===== config.mk =====
export PLATFORM = sky130hd
export DESIGN_NAME = alarm_loop_level_monitor_core
export DESIGN_NICKNAME = d
export VERILOG_FILES = /design/src/sv/almon_pkg.sv /design/src/sv/almon_quant.sv /design/src/sv/almon_csr.sv /design/src/sv/almon_state.sv /design/src/sv/alarm_loop_level_monitor_core.sv
export SDC_FILE = /design/constraint.sdc
export NUM_CORES = 1
export LEC_CHECK = 0
export BUFFER_PORTS_ARGS = -buffer_cell sky130_fd_sc_hd__buf_2
export CAP_MARGIN = 10
export CELL_PAD_IN_SITES_DETAIL_PLACEMENT = 0
export CELL_PAD_IN_SITES_GLOBAL_PLACEMENT = 1
export CORE_ASPECT_RATIO = 0.75
export CORE_MARGIN = 3
export CORE_UTILIZATION = 40
export CTS_CLUSTER_DIAMETER = 100
export DETAILED_ROUTE_END_ITERATION = 8
export PLACE_DENSITY_LB_ADDON = 0.1
export SLEW_MARGIN = 20
export SYNTH_ARGS = -nofsm -noshare
export SYNTH_HDL_FRONTEND = slang
export SYNTH_HIERARCHICAL = 1
export SYNTH_SLANG_ARGS = --single-unit

===== constraint.sdc =====
create_clock -name clock -period 6.18 [get_ports clock]
set_input_delay 1.236 -clock clock [delete_from_list [all_inputs] [get_ports clock]]
set_output_delay 1.236 -clock clock [all_outputs]
set_load 0.02 [all_outputs]

===== src/sv/almon_pkg.sv =====
package almon_pkg;

   localparam int THR_BITS            = 12;
   localparam int LEVEL_BITS          = 3;
   localparam int COUNT_BITS          = 8;
   localparam int OP_BITS             = 2;
   localparam int ALARM_BITS          = 3;
   localparam int CSR_INDEX_BITS      = 2;
   localparam int CSR_DATA_BITS       = 60;
   localparam int NUM_THR_ONE         = 5;
   localparam int NUM_THR_TWO         = 4;
   localparam int THR_ONE_BITS        = NUM_THR_ONE * THR_BITS;
   localparam int THR_TWO_BITS        = NUM_THR_TWO * THR_BITS;
   localparam int SAMPLE_BITS_DEFAULT = 12;

   localparam logic [COUNT_BITS-1:0] SETTLE_RESET = COUNT_BITS'(4);
   localparam logic [LEVEL_BITS-1:0] LEVEL_ONE_MAX = LEVEL_BITS'(NUM_THR_ONE);
   localparam logic [LEVEL_BITS-1:0] LEVEL_TWO_MAX = LEVEL_BITS'(NUM_THR_TWO);

   typedef enum logic [OP_BITS-1:0] {
      OP_LOOP_ONE = 2'd0,
      OP_LOOP_TWO = 2'd1,
      OP_EVALUATE = 2'd2
   } op_type;

   typedef enum logic [ALARM_BITS-1:0] {
      ALARM_NORMAL    = 3'd0,
      ALARM_TROUBLE   = 3'd1,
      ALARM_INTRUSION = 3'd2,
      ALARM_MASK      = 3'd3,
      ALARM_TAMPER    = 3'd4,
      ALARM_UNKNOWN   = 3'd5
   } alarm_type;

   typedef enum logic [CSR_INDEX_BITS-1:0] {
      CSR_THR_ONE = 2'd0,
      CSR_THR_TWO = 2'd1,
      CSR_SETTLE  = 2'd2,
      CSR_ENABLE  = 2'd3
   } csr_type;

   typedef struct packed {
      logic [THR_ONE_BITS-1:0] thr_one;
      logic [THR_TWO_BITS-1:0] thr_two;
      logic [COUNT_BITS-1:0]   settle;
      logic                    enable;
   } cfg_type;

   typedef struct packed {
      logic change;
      logic value;
   } en_event_type;

   typedef struct packed {
      logic                  fire;
      logic [OP_BITS-1:0]    op;
      logic [LEVEL_BITS-1:0] level_one_new;
      logic [LEVEL_BITS-1:0] level_two_new;
   } cmd_type;

   typedef struct packed {
      alarm_type             alarm;
      logic [LEVEL_BITS-1:0] level_one;
      logic [LEVEL_BITS-1:0] level_two;
      logic                  settled;
   } status_type;

   function automatic logic [COUNT_BITS-1:0] debounce_count(
      input logic [LEVEL_BITS-1:0] level,
      input logic [LEVEL_BITS-1:0] fresh,
      input logic [COUNT_BITS-1:0] count,
      input logic [COUNT_BITS-1:0] settle
   );
      logic [COUNT_BITS-1:0] start;
      start = (level != fresh) ? settle : count;
      return (start == '0) ? start : start - COUNT_BITS'(1);
   endfunction

   function automatic alarm_type classify(
      input logic [LEVEL_BITS-1:0] a,
      input logic [LEVEL_BITS-1:0] b
   );
      alarm_type result;
      result = ALARM_UNKNOWN;
      case (a)
         3'd1: begin
            if (b == 3'd0) result = ALARM_NORMAL;
            else if (b == 3'd2) result = ALARM_TROUBLE;
         end
         3'd3: begin
            if (b == 3'd0) result = ALARM_INTRUSION;
            else if (b == 3'd2) result = ALARM_MASK;
         end
         3'd5: begin
            if (b == 3'd0) result = ALARM_TAMPER;
         end
         default: result = ALARM_UNKNOWN;
      endcase
      return result;
   endfunction

endpackage


===== src/sv/almon_quant.sv =====
module almon_quant #(
   parameter int NUM_THR     = almon_pkg::NUM_THR_ONE,
   parameter int SAMPLE_BITS = almon_pkg::SAMPLE_BITS_DEFAULT
) (
   input  logic [NUM_THR*almon_pkg::THR_BITS-1:0] thresholds,
   input  logic [SAMPLE_BITS-1:0]                 sample,
   output logic [almon_pkg::LEVEL_BITS-1:0]       level
);
   import almon_pkg::*;

   localparam int CMP_BITS = (SAMPLE_BITS > THR_BITS) ? SAMPLE_BITS : THR_BITS;

   logic [CMP_BITS-1:0] sample_ext;

   assign sample_ext = CMP_BITS'(sample);

   // first threshold the sample is strictly below wins
   always_comb begin
      level = LEVEL_BITS'(NUM_THR);
      for (int i = NUM_THR - 1; i >= 0; i--) begin
         if (sample_ext < CMP_BITS'(thresholds[i*THR_BITS +: THR_BITS])) begin
            level = LEVEL_BITS'(i);
         end
      end
   end

endmodule


===== src/sv/almon_csr.sv =====
module almon_csr (
   input  logic                                 clock,
   input  logic                                 reset,
   input  logic                                 csr_wr_en,
   input  logic [almon_pkg::CSR_INDEX_BITS-1:0] csr_index,
   input  logic [almon_pkg::CSR_DATA_BITS-1:0]  csr_wdata,
   output almon_pkg::cfg_type                   cfg,
   output almon_pkg::en_event_type              en_event
);
   import almon_pkg::*;

   logic [THR_ONE_BITS-1:0] thr_one_ff, thr_one_in;
   logic [THR_TWO_BITS-1:0] thr_two_ff, thr_two_in;
   logic [COUNT_BITS-1:0]   settle_ff, settle_in;
   logic                    enable_ff, enable_in;

   always_comb begin
      thr_one_in = thr_one_ff;
      thr_two_in = thr_two_ff;
      settle_in  = settle_ff;
      enable_in  = enable_ff;
      if (csr_wr_en) begin
         case (csr_type'(csr_index))
            CSR_THR_ONE: thr_one_in = csr_wdata[THR_ONE_BITS-1:0];
            CSR_THR_TWO: thr_two_in = csr_wdata[THR_TWO_BITS-1:0];
            CSR_SETTLE:  settle_in  = csr_wdata[COUNT_BITS-1:0];
            CSR_ENABLE:  enable_in  = csr_wdata[0];
            default: ;
         endcase
      end
   end

   always_ff @(posedge clock) begin
      if (reset) begin
         thr_one_ff <= '0;
         thr_two_ff <= '0;
         settle_ff  <= SETTLE_RESET;
         enable_ff  <= 1'b1;
      end else begin
         thr_one_ff <= thr_one_in;
         thr_two_ff <= thr_two_in;
         settle_ff  <= settle_in;
         enable_ff  <= enable_in;
      end
   end

   assign cfg.thr_one = thr_one_ff;
   assign cfg.thr_two = thr_two_ff;
   assign cfg.settle  = settle_ff;
   assign cfg.enable  = enable_ff;

   assign en_event.change = (enable_in != enable_ff);
   assign en_event.value  = enable_in;

endmodule


===== src/sv/almon_state.sv =====
module almon_state (
   input  logic                    clock,
   input  logic                    reset,
   input  almon_pkg::cmd_type      cmd,
   input  almon_pkg::cfg_type      cfg,
   input  almon_pkg::en_event_type en_event,
   output almon_pkg::status_type   status_in
);
   import almon_pkg::*;

   logic [LEVEL_BITS-1:0] level_one_ff, level_one_in;
   logic [LEVEL_BITS-1:0] level_two_ff, level_two_in;
   logic [COUNT_BITS-1:0] count_one_ff, count_one_in;
   logic [COUNT_BITS-1:0] count_two_ff, count_two_in;
   alarm_type             alarm_ff, alarm_in;

   always_comb begin
      level_one_in = level_one_ff;
      level_two_in = level_two_ff;
      count_one_in = count_one_ff;
      count_two_in = count_two_ff;
      alarm_in     = alarm_ff;
      if (cmd.fire && cfg.enable) begin
         case (op_type'(cmd.op))
            OP_LOOP_ONE: begin
               level_one_in = cmd.level_one_new;
               count_one_in = debounce_count(level_one_ff, cmd.level_one_new,
                                             count_one_ff, cfg.settle);
            end
            OP_LOOP_TWO: begin
               level_two_in = cmd.level_two_new;
               count_two_in = debounce_count(level_two_ff, cmd.level_two_new,
                                             count_two_ff, cfg.settle);
            end
            OP_EVALUATE: begin
               if (count_one_ff == '0 && count_two_ff == '0) begin
                  alarm_in = classify(level_one_ff, level_two_ff);
               end
            end
            default: ;
         endcase
      end
      if (en_event.change) begin
         alarm_in = en_event.value ? ALARM_UNKNOWN : ALARM_NORMAL;
      end
   end

   always_ff @(posedge clock) begin
      if (reset) begin
         level_one_ff <= '0;
         level_two_ff <= '0;
         count_one_ff <= SETTLE_RESET;
         count_two_ff <= SETTLE_RESET;
         alarm_ff     <= ALARM_UNKNOWN;
      end else begin
         level_one_ff <= level_one_in;
         level_two_ff <= level_two_in;
         count_one_ff <= count_one_in;
         count_two_ff <= count_two_in;
         alarm_ff     <= alarm_in;
      end
   end

   assign status_in.alarm     = alarm_in;
   assign status_in.level_one = level_one_in;
   assign status_in.level_two = level_two_in;
   assign status_in.settled   = (count_one_in == '0) && (count_two_in == '0);

endmodule


===== src/sv/alarm_loop_level_monitor_core.sv =====
// channel | direction | handshake               | payload
// req     | in        | req_valid / req_stall   | req_op, req_sample
// rsp     | out       | rsp_valid / rsp_stall   | rsp_alarm_state, rsp_loop_one_level,
//         |           |                         | rsp_loop_two_level, rsp_settled
// csr     | in        | csr_wr_en               | csr_index, csr_wdata
//
// One transaction per cycle sustained unless the result stalls; an accepted transaction
// waits in the input register, then loads the result register and sets rsp_valid.
// The threshold compares, debounce and alarm map sit between the input and result registers.
// Synchronous reset clears both valid stages and levels, reloads counters and CSR registers.
// A stalled result holds the result register; the input register still takes one more
// transaction, and req_stall rises only when both registers are full.
module alarm_loop_level_monitor_core #(
   parameter int SAMPLE_BITS = almon_pkg::SAMPLE_BITS_DEFAULT
) (
   input  logic                                 clock,
   input  logic                                 reset,
   input  logic                                 req_valid,
   output logic                                 req_stall,
   input  logic [almon_pkg::OP_BITS-1:0]        req_op,
   input  logic [SAMPLE_BITS-1:0]               req_sample,
   output logic                                 rsp_valid,
   input  logic                                 rsp_stall,
   output logic [almon_pkg::ALARM_BITS-1:0]     rsp_alarm_state,
   output logic [almon_pkg::LEVEL_BITS-1:0]     rsp_loop_one_level,
   output logic [almon_pkg::LEVEL_BITS-1:0]     rsp_loop_two_level,
   output logic                                 rsp_settled,
   input  logic                                 csr_wr_en,
   input  logic [almon_pkg::CSR_INDEX_BITS-1:0] csr_index,
   input  logic [almon_pkg::CSR_DATA_BITS-1:0]  csr_wdata
);
   import almon_pkg::*;

   logic                   s1_valid_ff, s1_valid_in;
   logic [OP_BITS-1:0]     s1_op_ff;
   logic [SAMPLE_BITS-1:0] s1_sample_ff;
   logic                   rsp_valid_ff, rsp_valid_in;
   status_type             rsp_status_ff;

   logic                   accept;
   logic                   advance;
   logic [LEVEL_BITS-1:0]  level_one_new;
   logic [LEVEL_BITS-1:0]  level_two_new;
   cfg_type                cfg;
   en_event_type           en_event;
   cmd_type                cmd;
   status_type             status_in;

   almon_csr u_csr (
      .clock     (clock),
      .reset     (reset),
      .csr_wr_en (csr_wr_en),
      .csr_index (csr_index),
      .csr_wdata (csr_wdata),
      .cfg       (cfg),
      .en_event  (en_event)
   );

   almon_quant #(
      .NUM_THR     (NUM_THR_ONE),
      .SAMPLE_BITS (SAMPLE_BITS)
   ) u_quant_one (
      .thresholds (cfg.thr_one),
      .sample     (s1_sample_ff),
      .level      (level_one_new)
   );

   almon_quant #(
      .NUM_THR     (NUM_THR_TWO),
      .SAMPLE_BITS (SAMPLE_BITS)
   ) u_quant_two (
      .thresholds (cfg.thr_two),
      .sample     (s1_sample_ff),
      .level      (level_two_new)
   );

   assign cmd.fire          = advance;
   assign cmd.op            = s1_op_ff;
   assign cmd.level_one_new = level_one_new;
   assign cmd.level_two_new = level_two_new;

   almon_state u_state (
      .clock     (clock),
      .reset     (reset),
      .cmd       (cmd),
      .cfg       (cfg),
      .en_event  (en_event),
      .status_in (status_in)
   );

   assign advance      = s1_valid_ff && (!rsp_valid_ff || !rsp_stall);
   assign req_stall    = s1_valid_ff && !advance;
   assign accept       = req_valid && !req_stall;
   assign s1_valid_in  = accept || (s1_valid_ff && !advance);
   assign rsp_valid_in = advance || (rsp_valid_ff && rsp_stall);

   always_ff @(posedge clock) begin
      if (reset) begin
         s1_valid_ff  <= 1'b0;
         rsp_valid_ff <= 1'b0;
      end else begin
         s1_valid_ff  <= s1_valid_in;
         rsp_valid_ff <= rsp_valid_in;
      end
   end

   always_ff @(posedge clock) begin
      if (accept) begin
         s1_op_ff     <= req_op;
         s1_sample_ff <= req_sample;
      end
      if (advance) begin
         rsp_status_ff <= status_in;
      end
   end

   assign rsp_valid          = rsp_valid_ff;
   assign rsp_alarm_state    = rsp_status_ff.alarm;
   assign rsp_loop_one_level = rsp_status_ff.level_one;
   assign rsp_loop_two_level = rsp_status_ff.level_two;
   assign rsp_settled        = rsp_status_ff.settled;

endmodule


==> impl_metrics.ini <==
[cts]
clk_latency_ns = 0.43
cts_tree = done
cts_buffers = 17
postCtsSetupBuffers = 0
clockBufferDepth = 2
path_clk_slew_ns = 0.07
clock-sinks = 168
htreeDepth = 4
hold_buffers = 0
cts_resized = 0
cts-root-buf = clkbuf_16

[floorplan]
io_pins = 93
initial_core_util_pct = 40.9
die_width_um = 191
dieHeight_um = 145
core_um2 = 25100
die_area_um2 = 27600
std_cell_rows = 50

[placed_design]
io_buffer_count = 92
gp_congestion = 0.853
dp_hpwl_um = 19600

[power]
switching_share_pct = 28.0
p_sw_w = 0.000755
p_clk_share_pct = 38.8
p_total_w = 0.00269
p_int_w = 0.00194
powerDensity_nw_per_um2 = 235
power_frac_seq_pct = 44.6
ir_drop_v = 0.000189
power_frac_comb_pct = 16.6
p_leak_nw = 4.78

[sta]
worst_pin_slew_ns = 1.04
setup_violations = 0
rsz0062_at_grt = no
max_freq_ghz = 0.185
fin_worst_skew_ns = 0.0113
max_slew_margin_pct = 30.8
hold_viol = 0
final_max_slew_viol_count = 0
tns_ns = 0
fin_crit_sh_pct = 87.5
fin_crit_ns = 5.41

[setup_path]
critical_path_class = reg2reg
rr_startpoint = s1_sample_ff[7]
cp_max_fo = 9
critPathRequiredTime_ns = 6.44
setup.worst_path.start_class = register
rrSetupSlack_ns = 0.77
endpoint_kind = register
worstPathArrival_ns = 5.67
rr_worst_depth = 15
worstReg2RegEnd = rsp_settled

[route]
first_pass_iters = 5
routed_wl_um = 27100
final_antenna_net_count = 0
post_drt_wl_per_cell_um = 17.6
drc = 0
drt-initial-drc-count = 509
vias = 7739
vias_per_cell = 5.04

[global_routing]
grt_pass1_vias = 7366
grt_pass1_wl_um = 42400
grt_overflow = 0
grtUsageTotal_pct = 20.0
grt_max_degree = 120
antenna_found_initial = 0

[synth]
synth_fp_nets = 1298
avgSynthCellArea_um2 = 9.20
synth_area_um2 = 10300
ys_seq_elements = 168
ys_warn_count = 6
synthDistinctLibCells = 72
synth_ff_type = dfxtp_1
syn-instance-count = 1115
synth_edf_count = 24
ys_seq_area_share_pct = 35.1
async_flop_share_pct = 0

[flow_run]
cap_violations = 0

[final_layout]
syn2layout_area_growth_pct = 11.9
fillers = 2488
fin_nets = 1369
antenna_cells = 0
drive_gt1_share_pct = 12.6

[run_status]
status = completed

[worst_hold_path]
hold_end = u_csr/thr_two_ff[27]
holdPathStages = 2
hp-class = reg2reg
hp-start = u_csr/thr_two_ff[27]
-- cell usage after synthesis, types with 5 or more instances --
| cell type | n | area [um2] |
|---|---|---|
| nand2b_1 | 179 | 1120 |
| a31oi_1 | 5 | 31.3 |
| buf_8 | 6 | 90.1 |
| xnor2_1 | 6 | 52.6 |
| nand2_1 | 59 | 221 |
| nor4_1 | 6 | 37.5 |
| mux2i_1 | 127 | 1270 |
| a21oi_1 | 45 | 225 |
| edfxtp_1 | 24 | 721 |
| a21o_1 | 19 | 143 |
| nand3_1 | 14 | 70.1 |
| nor2b_1 | 7 | 43.8 |
| nor3_1 | 11 | 55.1 |
| xor2_1 | 8 | 70.1 |
| buf_4 | 5 | 37.5 |
| o21ai_0 | 31 | 155 |
| clkbuf_1 | 25 | 93.8 |
| nor2_1 | 62 | 233 |
| and3_1 | 5 | 31.3 |
| buf_6 | 5 | 56.3 |
| inv_1 | 104 | 390 |
| buf_2 | 7 | 35.0 |
| ha_1 | 102 | 1280 |
| or3_1 | 9 | 56.3 |
| dfxtp_1 | 144 | 2880 |
| a221oi_1 | 6 | 52.6 |
| a211oi_1 | 6 | 45.0 |
| mux2_2 | 5 | 56.3 |
| nand4_1 | 14 | 87.6 |
-- critical path, stage by stage, from the launching register on --
cell       delay (ns)
edfxtp_1         0.65
ha_1             0.43
nand4_1          0.09
or3_1            0.41
a221o_1          0.36
nor3b_2          0.27
xor2_1           0.13
nor3_2           0.58
mux2i_1          0.27
ha_1             0.27
or4b_4           0.53
o21ai_2          0.15
a222oi_1         0.09
a2111oi_0        0.50
nand4_1          0.21
nor4_2           0.30
-- routing by layer --
layer  global-route usage, %  up-vias  wire length [um]  share of wire, %
met1                    31.6     3588             14900                55
met2                    27.8      155             10800                40
li1                        -     3983                 -                 -
met4                    4.21        0               193              0.71
met5                       0        -                 0                 0
met3                    3.73       13              1220               4.5
-- logic make-up (layout without fill, tap and decap cells) --
family	count (synthesis)	in the layout	share of synthesized area, %
compound gates	152	152	9.66
xor+xnor	14	14	1.19
fa+ha+maj	102	102	12.4
buf+inv	152	236	6.85
flops	168	168	35.1
mux	134	134	13.4
simple gates	393	393	21.4
-- power by group through the flow --
| stage | registers [W] | logic [W] | clock network, W |
|---|---|---|---|
| after floorplan | 0.00121 | 0.000330 | 0 |
| after global placement | 0.00123 | 0.000446 | 0 |
| after detailed placement | 0.00123 | 0.000443 | 0 |
| after CTS | 0.00120 | 0.000446 | 0.00108 |
| after global routing | 0.00121 | 0.000502 | 0.00112 |
| final | 0.00120 | 0.000446 | 0.00105 |
-- registers in the layout (all words and copies together), names as in the netlist --
signal,count
u_state/count_one_ff,8
rsp_alarm_state,3
rsp_loop_one_level,3
u_state/alarm_ff,3
u_csr/enable_ff,1
u_csr/thr_two_ff,48
u_state/level_one_ff,3
s1_valid_ff,1
u_csr/thr_one_ff,60
u_csr/settle_ff,8
u_state/level_two_ff,3
rsp_valid,1
rsp_loop_two_level,3
rsp_settled,1
s1_op_ff,2
s1_sample_ff,12
u_state/count_two_ff,8
-- final cells by class --
class                      count  area, um2  area share, %
multi-input combinational    795       5960           52.0
clock inverter                14        133           1.16
inverter                     104        390           3.40
clock buffer                  18        429           3.74
sequential                   168       3600           31.4
tap                          338        423           3.68
timing repair buffer         100        536           4.67
-- metrics by stage --
stage | setup slack, ns | hold slack, ns | std cells | instance area [um2] | utilization (%)
final | 0.770 | 0.474 | 1537 | 11500 | 45.8
after global routing | 0.345 | 0.493 | 1537 | 11500 | 45.8
after CTS | 0.872 | 0.477 | 1537 | 11500 | 45.8
after detailed placement | 0.905 | 0.461 | 1505 | 10900 | 43.5
after global placement | 1.07 | 0.459 | 1505 | 10900 | 43.5
after floorplan | 1.57 | 0.444 | 1115 | 10300 | -
-- how the worst max path moves through the flow --
stage,to,start,cells after the start,slack (ns)
3_3_place_gp,rsp_settled,s1_sample_ff[7],17,1.07
2_1_floorplan,rsp_settled,s1_sample_ff[9],16,1.57
5_1_grt,rsp_settled,s1_sample_ff[7],16,0.34
3_5_place_dp,rsp_settled,s1_sample_ff[7],15,0.90
4_1_cts,rsp_settled,s1_sample_ff[7],15,0.87
6_report,rsp_settled,s1_sample_ff[7],15,0.77
-- layout by cell type, fill, tap and decap left out, types with 7 or more instances in the layout --
master and instances:
inv_1 104, buf_2 91, xor2_1 8, nand4_1 14
or3_1 9, mux2i_1 127, edfxtp_1 24, nor2b_1 7
a21oi_1 45, buf_4 8, nand2_1 59, nand2b_1 179
a21o_1 19, clkbuf_16 17, nor3_1 11, nor2_1 61
o21ai_0 31, ha_1 102, dfxtp_1 144, nand3_1 14
Power figures use the tool's default switching activity.
